### src/rtl/core/assert_macros.svh
// Assertion macros shared by the modular exponentiation RTL.
`ifndef ASSERT_MACROS_SVH
`define ASSERT_MACROS_SVH

// Same-cycle implication, checked on every rising clk edge outside reset.
`define BME_ASSERT_IMP(lbl, ante, cons, msg) \
  lbl: assert property (@(posedge clk) disable iff (!rst_n) (ante) |-> (cons)) else $error(msg);

// Next-cycle implication, checked on every rising clk edge outside reset.
`define BME_ASSERT_NXT(lbl, ante, cons, msg) \
  lbl: assert property (@(posedge clk) disable iff (!rst_n) (ante) |=> (cons)) else $error(msg);

`endif

### src/rtl/core/bme_pkg.sv
// Shared types and constants for the byte modular exponentiation block.
package bme_pkg;

  localparam int MOD_BITS     = 23;
  localparam int EXP_BITS     = 32;
  localparam int BYTE_BITS    = 8;
  localparam int CFG_IDX_BITS = 2;
  localparam int CFG_DAT_BITS = 32;

  localparam logic [CFG_IDX_BITS-1:0] CFG_EXPONENT = 2'd0;
  localparam logic [CFG_IDX_BITS-1:0] CFG_MODULUS  = 2'd1;

  typedef struct packed {
    logic [BYTE_BITS-1:0] message_byte;
    logic                 is_last;
  } in_item_t;

  typedef struct packed {
    logic [MOD_BITS-1:0] residue;
    logic                last_out;
  } out_item_t;

endpackage

### src/rtl/core/byte_modular_exponentiation.sv
// Top level: byte-wise modular exponentiation b^exponent mod modulus.
//
// Input: pulse start with in_data (message_byte, is_last) while busy is low;
// the byte is taken on that edge. busy rises on the next cycle unless the
// answer is immediate (exponent zero or modulus zero).
// Output: out_valid is high for exactly one cycle with out_data (residue,
// last_out). The receiver cannot stall; each byte yields one result.
// Config: cfg_valid/cfg_ready write cfg_data to register cfg_index
// (0 = exponent, 1 = modulus); cfg_ready is high while the block is idle.
// Sequence: exponent zero or modulus zero strobes the result in the cycle right
// after the accepting edge. Otherwise the byte is first reduced mod modulus,
// then square-and-multiply runs from the exponent LSB up to its highest set
// bit. Every reduction, multiply and square is one pass of the shared
// bit-serial modular multiplier, and the result strobes as the final multiply
// pass ends.
// Throughput: one byte in flight at a time; busy drops with the result strobe,
// so the next byte can be taken at the edge that ends it.
// Reset (rst_n low, synchronous) sets exponent to 1, modulus to 255 and
// drops any byte in progress.
`include "assert_macros.svh"

module byte_modular_exponentiation (
  input  logic                                 clk,
  input  logic                                 rst_n,
  input  logic                                 start,
  output logic                                 busy,
  input  bme_pkg::in_item_t                    in_data,
  output logic                                 out_valid,
  output bme_pkg::out_item_t                   out_data,
  input  logic                                 cfg_valid,
  output logic                                 cfg_ready,
  input  logic [bme_pkg::CFG_IDX_BITS-1:0]     cfg_index,
  input  logic [bme_pkg::CFG_DAT_BITS-1:0]     cfg_data
);

  localparam int MB = bme_pkg::MOD_BITS;
  localparam int EB = bme_pkg::EXP_BITS;

  typedef enum logic [1:0] {
    S_IDLE,
    S_RED,
    S_MUL,
    S_SQR
  } state_t;

  state_t         state_r;
  logic [EB-1:0]  exponent_r;
  logic [MB-1:0]  modulus_r;
  logic [EB-1:0]  exp_r;
  logic [MB-1:0]  acc_r;
  logic [MB-1:0]  sq_r;
  logic [MB-1:0]  base_r;
  logic           last_r;
  logic           go_r;
  logic           out_valid_r;
  bme_pkg::out_item_t out_data_r;

  logic [MB-1:0]  one_mod;
  logic [MB-1:0]  mm_a;
  logic [MB-1:0]  mm_b;
  logic           mm_done;
  logic [MB-1:0]  mm_p;
  logic           accept;
  logic [EB-1:0]  exp_shift;

  assign busy      = (state_r != S_IDLE);
  assign cfg_ready = !busy;
  assign accept    = start && !busy;
  assign one_mod   = (modulus_r == MB'(1)) ? '0 : MB'(1);
  assign exp_shift = {1'b0, exp_r[EB-1:1]};

  always_comb begin
    case (state_r)
      S_RED: begin
        mm_a = one_mod;
        mm_b = base_r;
      end
      S_MUL: begin
        mm_a = acc_r;
        mm_b = sq_r;
      end
      default: begin
        mm_a = sq_r;
        mm_b = sq_r;
      end
    endcase
  end

  bme_modmul u_modmul (
    .clk   (clk),
    .rst_n (rst_n),
    .go    (go_r),
    .a     (mm_a),
    .b     (mm_b),
    .n     (modulus_r),
    .done  (mm_done),
    .p     (mm_p)
  );

  // Configuration registers
  always_ff @(posedge clk) begin
    if (!rst_n) begin
      exponent_r <= EB'(1);
      modulus_r  <= MB'(255);
    end else if (cfg_valid && cfg_ready) begin
      case (cfg_index)
        bme_pkg::CFG_EXPONENT: exponent_r <= cfg_data[EB-1:0];
        bme_pkg::CFG_MODULUS:  modulus_r  <= cfg_data[MB-1:0];
        default: ;
      endcase
    end
  end

  // Sequencer: reduce the byte, then walk exponent bits LSB first
  always_ff @(posedge clk) begin
    if (!rst_n) begin
      state_r     <= S_IDLE;
      go_r        <= 1'b0;
      out_valid_r <= 1'b0;
    end else begin
      go_r        <= 1'b0;
      out_valid_r <= 1'b0;
      case (state_r)
        S_IDLE: begin
          if (accept) begin
            if (exponent_r == '0) begin
              out_valid_r <= 1'b1;
              out_data_r  <= '{residue: MB'(1), last_out: in_data.is_last};
            end else if (modulus_r == '0) begin
              out_valid_r <= 1'b1;
              out_data_r  <= '{residue: '0, last_out: in_data.is_last};
            end else begin
              state_r <= S_RED;
              go_r    <= 1'b1;
              exp_r   <= exponent_r;
              base_r  <= MB'(in_data.message_byte);
              last_r  <= in_data.is_last;
            end
          end
        end
        S_RED: begin
          if (mm_done) begin
            sq_r    <= mm_p;
            acc_r   <= one_mod;
            go_r    <= 1'b1;
            state_r <= exp_r[0] ? S_MUL : S_SQR;
          end
        end
        S_MUL: begin
          if (mm_done) begin
            acc_r <= mm_p;
            if (exp_shift == '0) begin
              state_r     <= S_IDLE;
              out_valid_r <= 1'b1;
              out_data_r  <= '{residue: mm_p, last_out: last_r};
            end else begin
              state_r <= S_SQR;
              go_r    <= 1'b1;
            end
          end
        end
        S_SQR: begin
          if (mm_done) begin
            sq_r    <= mm_p;
            exp_r   <= exp_shift;
            go_r    <= 1'b1;
            state_r <= exp_shift[0] ? S_MUL : S_SQR;
          end
        end
        default: state_r <= S_IDLE;
      endcase
    end
  end

  assign out_valid = out_valid_r;
  assign out_data  = out_data_r;

  `BME_ASSERT_NXT(a_accept_moves, accept, busy || out_valid, "accepted byte was dropped")
  `BME_ASSERT_IMP(a_result_idle, out_valid, !busy, "result strobed while still busy")
  `BME_ASSERT_IMP(a_done_in_work, mm_done, state_r != S_IDLE, "multiplier done while idle")

endmodule

### src/rtl/core/bme_modmul.sv
// Bit-serial modular multiplier: one multiplier bit per cycle, MSB first.
`include "assert_macros.svh"

module bme_modmul (
  input  logic                         clk,
  input  logic                         rst_n,
  input  logic                         go,
  input  logic [bme_pkg::MOD_BITS-1:0] a,
  input  logic [bme_pkg::MOD_BITS-1:0] b,
  input  logic [bme_pkg::MOD_BITS-1:0] n,
  output logic                         done,
  output logic [bme_pkg::MOD_BITS-1:0] p
);

  localparam int MB      = bme_pkg::MOD_BITS;
  localparam int CNT_W   = $clog2(MB);

  logic [MB-1:0]    acc_r;
  logic [MB-1:0]    mplr_r;
  logic [MB-1:0]    a_r;
  logic [CNT_W-1:0] cnt_r;
  logic             busy_r;
  logic             done_r;

  logic [MB:0] n_ext;
  logic [MB:0] dbl;
  logic [MB:0] dred;
  logic [MB:0] addend;
  logic [MB:0] sum;
  logic [MB:0] sred;
  logic [MB-1:0] acc_nxt;

  // acc = (2*acc + bit*a) mod n, both steps kept below n by one subtract
  always_comb begin
    n_ext   = {1'b0, n};
    dbl     = {acc_r, 1'b0};
    dred    = (dbl >= n_ext) ? dbl - n_ext : dbl;
    addend  = mplr_r[MB-1] ? {1'b0, a_r} : '0;
    sum     = dred + addend;
    sred    = (sum >= n_ext) ? sum - n_ext : sum;
    acc_nxt = sred[MB-1:0];
  end

  always_ff @(posedge clk) begin
    if (!rst_n) begin
      busy_r <= 1'b0;
      done_r <= 1'b0;
      cnt_r  <= '0;
    end else begin
      done_r <= 1'b0;
      if (go && !busy_r) begin
        busy_r <= 1'b1;
        cnt_r  <= CNT_W'(MB - 1);
      end else if (busy_r) begin
        cnt_r <= cnt_r - 1'b1;
        if (cnt_r == '0) begin
          busy_r <= 1'b0;
          done_r <= 1'b1;
        end
      end
    end
  end

  always_ff @(posedge clk) begin
    if (go && !busy_r) begin
      acc_r  <= '0;
      mplr_r <= b;
      a_r    <= a;
    end else if (busy_r) begin
      acc_r  <= acc_nxt;
      mplr_r <= {mplr_r[MB-2:0], 1'b0};
    end
  end

  assign done = done_r;
  assign p    = acc_r;

  `BME_ASSERT_NXT(a_go_starts, go && !busy_r, busy_r, "modmul did not start on go")
  `BME_ASSERT_IMP(a_done_after_busy, done_r, !busy_r && $past(busy_r), "stray modmul done")

endmodule

### config.mk
export PLATFORM = sky130hd
export DESIGN_NAME = byte_modular_exponentiation
export DESIGN_NICKNAME = d
export VERILOG_FILES = /design/src/rtl/core/bme_pkg.sv /design/src/rtl/core/byte_modular_exponentiation.sv /design/src/rtl/core/bme_modmul.sv
export VERILOG_INCLUDE_DIRS = /design/src /design/src/rtl/core
export SDC_FILE = /design/constraint.sdc
export NUM_CORES = 1
export LEC_CHECK = 0
export BUFFER_PORTS_ARGS = -buffer_cell sky130_fd_sc_hd__buf_2
export CAP_MARGIN = 10
export CORE_ASPECT_RATIO = 1.25
export CORE_UTILIZATION = 66
export CTS_BUF_LIST = sky130_fd_sc_hd__clkbuf_8
export DETAILED_ROUTE_END_ITERATION = 16
export PLACE_DENSITY = 0.85
export SYNTH_ARGS = -nofsm -noshare
export SYNTH_HDL_FRONTEND = slang
export SYNTH_SLANG_ARGS = --single-unit
### constraint.sdc
create_clock -name clk -period 16.73 [get_ports clk]
set_input_delay 0.8365 -clock clk [delete_from_list [all_inputs] [get_ports clk]]
set_output_delay 0.8365 -clock clk [all_outputs]
set_load 0.01 [all_outputs]
[After elaboration in Yosys (flattened, before gate mapping)]
Cells that the tools add are included.
Storage, ports and cells
  flip-flop bits (word level): 246
  input bits: 47
  output and inout port bits: 27
  logic and storage cells: 120
Operators by class
  magnitude comparators: 2
  equality and inequality tests: 13
  bitwise operators: 4
  multiplexer cells: 51
  add/subtract/negate cells: 4
  reductions and logical operators: 27
Operator list (number)
  23-bit two-way mux: 7
  24-bit two-way mux: 6
  32-bit two-way mux: 4
  23-bit case mux with 2 select lines: 2
  32-bit zero test: 2
  32-bit case mux with 2 select lines: 1
  24-bit by 23-bit greater-or-equal comparator with 1-bit output: 2
  24-bit case mux with 2 select lines: 1
  24-bit by 23-bit adder with 24-bit output: 1
  24-bit by 23-bit subtractor with 24-bit output: 1
  23-bit by 1-bit equality test with 1-bit output, second input constant: 1
  23-bit zero test: 1
  23-bit subtractor: 1
  1-bit two-way mux: 18
  6-bit AND reduction: 3
  2-bit two-way mux: 7
  5-bit two-way mux: 2
  2-bit nonzero test: 5
  2-bit inequality test, second input constant: 4
  2-bit case mux with 4 select lines: 1
  2-bit by 1-bit inequality test with 1-bit output, second input constant: 3
  5-bit zero test: 1
  5-bit AND reduction: 1
  5-bit by 1-bit subtractor with 5-bit output, second input constant: 1
  14 further kinds: 25

[Longest topological paths before layout]
  depth after elaboration: 5
  gate-level depth with buffers: 31
  depth with buffers taken out: 28

[Modules after synthesis]
From an unflattened synthesis, not the netlist that was laid out.
Unflattened totals
  cells, all modules: 1398
  area total of the unflattened synthesis: 13807.0 um^2
By module, submodules not included
  bme_modmul: seq. area each 1981.9 um^2, area each 6964.2 um^2, times used 1, cells an instance 792
  byte_modular_exponentiation: seq. area each 4514.3 um^2, area each 6842.8 um^2, times used 1, cells an instance 606

[Worst setup path before layout]
No wires, ideal clock.
  kind: register to register
  start point: reg modulus_r[13]
  end point: reg u_modmul.acc_r[11] (netlist: u_modmul.p[11])
  clock period less this slack: 6651 ps
  arrival time: 6529 ps
  stages on the path, launching flop included: 31
  setup slack: 10079 ps
  required time: 16608 ps
  cell sequence: dfxtp_1 > inv_1 > ha_1 > buf_2 > nand3_1 > or3_1 > a211oi_1 > o21ai_1 > nand3_1 > clkbuf_1 > clkbuf_1 > a21oi_1 > ha_1 > a2111oi_4 > o31ai_1 > a31o_1 > a41oi_1 > o21bai_1 > a21oi_1 > xnor2_1 > ha_1 > and3_1 > and3_1 > a2111o_1 > o32ai_1 > and2_1 > and3_1 > buf_4 > nor2_4 > buf_6 > a221o_1
Between the ends
  word-level cells in the longest chain between the ends: 5
  elaborated cells between the ends (all ways): 7
Ends and longest elaborated chain
  start: declaration: RTL line byte_modular_exponentiation.sv:48  | logic [MB-1:0] modulus_r;
  start signal: assignment: RTL line byte_modular_exponentiation.sv:108  | bme_pkg::CFG_MODULUS: modulus_r <= cfg_data[MB-1:0];
  24-bit by 23-bit subtractor with 24-bit output or 24-bit by 23-bit greater-or-equal comparator with 1-bit output (tied branches): RTL line bme_modmul.sv:37  | dred = (dbl >= n_ext) ? dbl - n_ext : dbl;
  24-bit two-way mux: RTL line bme_modmul.sv:37
  24-bit by 23-bit adder with 24-bit output: RTL line bme_modmul.sv:39  | sum = dred + addend;
  24-bit by 23-bit greater-or-equal comparator with 1-bit output or 23-bit subtractor (tied branches): RTL line bme_modmul.sv:40  | sred = (sum >= n_ext) ? sum - n_ext : sum;
  23-bit two-way mux (*): RTL line bme_modmul.sv:40
  end signal: assignment: RTL line bme_modmul.sv:70  | acc_r <= acc_nxt;
  end: declaration: RTL line bme_modmul.sv:18  | logic [MB-1:0] acc_r;
Mark *: on every way between the ends. The rest lies on a longest branch, timed or not.
A chain may end at the register's enable or synchronous reset.

[Final worst setup path]
  start point: reg modulus_r[0]
  end point: reg u_modmul.acc_r[20] (netlist: u_modmul.p[20])
Between the ends
  word-level cells in the longest chain between the ends: 5
  elaborated cells between the ends (all ways): 7
Ends and longest elaborated chain (RTL line)
  24-bit by 23-bit subtractor with 24-bit output or 24-bit by 23-bit greater-or-equal comparator with 1-bit output (tied branches): bme_modmul.sv:37
  24-bit two-way mux: bme_modmul.sv:37
  24-bit by 23-bit adder with 24-bit output: bme_modmul.sv:39
  23-bit subtractor or 24-bit by 23-bit greater-or-equal comparator with 1-bit output (tied branches): bme_modmul.sv:40
  23-bit two-way mux (*): bme_modmul.sv:40
Marks and branches as above.

==> metrics.txt <==
CP Class flip-flop to flip-flop; number of synthesized flops with an enable pin 157; DR WL/cell 18.9 um; WL met2 16500 um; Hold Vio Cnt, Final 0; Final nets 1569; Synth Warn # 0; Final setup violation count 0; CTS buffer count 40; Clk Tree Root Cell clkbuf_8; crit path max fanout 34; Post-Route Setup TNS 0 ns; Synth Instances 1378; GP Congestion 0.979; maximum clock insertion buffer count 3; ys flop type edfxtp_1; Die H 163 um; Slew Limit Fails 0; worst hold path class flip-flop to flip-flop; # clock sinks 246; RSZ-0062 raised after global routing no; WL final 32900 um; max frequency 0.121 GHz; DR iter-0 viols 775; most frequent cells in the layout nand2_1 (211), edfxtp_1 (157), a21oi_1 (111); pin count of the biggest net entering global routing 47; Top Metal Used met4; R2R Path End u_modmul.p[20]$_SDFFE_PP0P_; antenna violations before repair 0; Hold-fix buffers, CTS 0; Util after Layout 74.3%; Worst Min Path Start modulus_r[8]$_SDFFE_PN0P_; status complete, no violations; Rows 58; Reg2Reg Setup Slack 8.49 ns; Worst Path Required 17.15 ns; CP max-delay cell a2111oi_0; MaxCap Viol Count 0; Starting Density 67.6%; via count 10600; critical path launch point type flip-flop; Min-Delay Path Depth 2; Netlist cell types 70; worst r2r src modulus_r[0]$_SDFFE_PN1P_; Fillers 1488; Tcrit/Tclk final 49.2%; min Tclk post-route 8.24 ns; number of synthesized register bits 246; CP max stage delay 0.76 ns; Final ANT Viol Nets 0; Slew headroom 26.9%; Post-Syn Area 0.0136 sq mm; setup bufs post-CTS 0; met3 wire len 1820 um; DRC violations left 0; kind of end point of the critical path flip-flop; ys async rst share 0%; n_diodes 0; commonest non-fill, non-tap cell in the layout nand2_1; clock skew 0.0291 ns; drt pass-1 iters 5; vias in the first global route 10400; CTS resizes 0; Avg Cell Area, Syn 9.89 sq um; Port Buf Inserts 73; grt ovf 0; core box area 0.0202 sq mm; share of layout cells above drive strength 1 13.3%; all-layer global routing usage 31.9%; Min-Delay Endpoint modulus_r[8]$_SDFFE_PN0P_; Die ar. 0.0212 sq mm; H-tree Lvls 2; Tightest Pin Transition 1.10 ns; Synth Net Count 1504; Die Wd 131 um; Seq/Total Area, Yosys 47.7%; Worst Reg-to-Reg Cells 27; DPL Wire Length 24200 um; Area Overhead vs Synth 9.98%; post-DR vias/cell 6.10; CTS tree done; first-pass GRT wire length 52200 um; Clock Pin Slew Worst Setup and Hold Paths 0.07 ns; Ports 74; Met1 Routed Length 13400 um; crit path DAT 8.66 ns; Worst-Skew Late Latency 0.55 ns
==> worst max-delay path by stage <==
stage | startpoint | to | slack (ns) | cells past startpoint
finish | modulus_r[0]$_SDFFE_PN1P_ | u_modmul.p[20]$_SDFFE_PP0P_ | 8.49 | 27
global route | modulus_r[1]$_SDFFE_PN1P_ | u_modmul.p[20]$_SDFFE_PP0P_ | 7.85 | 27
CTS | modulus_r[0]$_SDFFE_PN1P_ | u_modmul.p[20]$_SDFFE_PP0P_ | 8.73 | 27
detailed placement | modulus_r[0]$_SDFFE_PN1P_ | u_modmul.p[20]$_SDFFE_PP0P_ | 8.75 | 27
global placement | modulus_r[1]$_SDFFE_PN1P_ | u_modmul.p[20]$_SDFFE_PP0P_ | 8.98 | 27
floorplan | modulus_r[13]$_SDFFE_PN0P_ | u_modmul.p[11]$_SDFFE_PP0P_ | 10.08 | 30
==> registers in the layout, summed over array words and instances, names as in the netlist, 2 cells and up <==
register / flops
acc_r: 23
base_r: 8
exp_r: 32
exponent_r: 32
modulus_r: 23
out_data: 24
sq_r: 23
state_r: 2
u_modmul.a_r: 23
u_modmul.cnt_r: 5
u_modmul.mplr_r: 23
u_modmul.p: 23
==> per-stage QoR <==
stage / hold slack (ns) / std cells / area [sq um] / worst slack (ns)
floorplan: 0.436 / 1378 / 13600 / 10.08
global placement: 0.443 / 1671 / 14200 / 8.98
detailed placement: 0.449 / 1671 / 14200 / 8.75
CTS: 0.458 / 1741 / 15000 / 8.73
global route: 0.473 / 1741 / 15000 / 7.85
finish: 0.456 / 1741 / 15000 / 8.49
==> routing by layer <==
layer	track usage [%]	vias up
met5	0	-
met4	13.1	0
met3	4.01	83
met2	56.0	362
met1	39.2	5018
li1	-	5164
==> layout make-up <==
class                      instances  area [sq um]  area share, %
multi-input combinational        997          6620           44.2
tap                              270           338           2.25
inverter                          72           270           1.80
clock inverter                    28           225           1.50
clock buffer                      42           578           3.86
sequential                       246          6500           43.3
timing repair buffer              86           463           3.09
==> kinds of logic (layout without fill, tap and decap cells) <==
| logic type | after synthesis | count (layout) | share of synthesized area, % |
|---|---|---|---|
| AND/OR/NAND/NOR | 453 | 453 | 15.9 |
| AO/OA/AOI/OAI | 356 | 356 | 17.3 |
| flip-flops | 246 | 246 | 47.7 |
| buffers and inverters | 135 | 228 | 3.85 |
| adder cells (fa/ha/maj) | 79 | 79 | 7.42 |
| XOR/XNOR | 58 | 58 | 3.73 |
| multiplexers | 51 | 51 | 4.14 |
==> synth_stat cells (15+ instances only) <==
cell type    n  area [sq um]
a211oi_1    17           128
a21boi_0    15           113
a21o_1      22           165
a21oi_1    111           556
and2_1      61           382
clkbuf_1    51           191
dfxtp_1     89          1780
edfxtp_1   157          4710
ha_1        76           951
inv_1       72           270
mux2_2      43           484
nand2_1    211           792
nand3_1     16          80.1
nand4_1     18           113
nor2_1      55           206
nor3_1      19          95.1
nor4_1      25           156
o211ai_1    29           218
o21ai_0     61           305
o31ai_1     22           165
xnor2_1     42           368
xor2_1      16           140
==> critical path, delay by kind of cell, from the launching register on <==
kind	cells	cell delay [ns]
compound gates	14	4.04
simple gates	7	1.81
fa+ha+maj	3	1.23
buf+inv	2	0.43
flops	1	0.38
xor+xnor	1	0.19
Power is left out: the tool's default activity adds up to more than one toggle a clock period on the data nets, which glitch-free logic cannot reach.
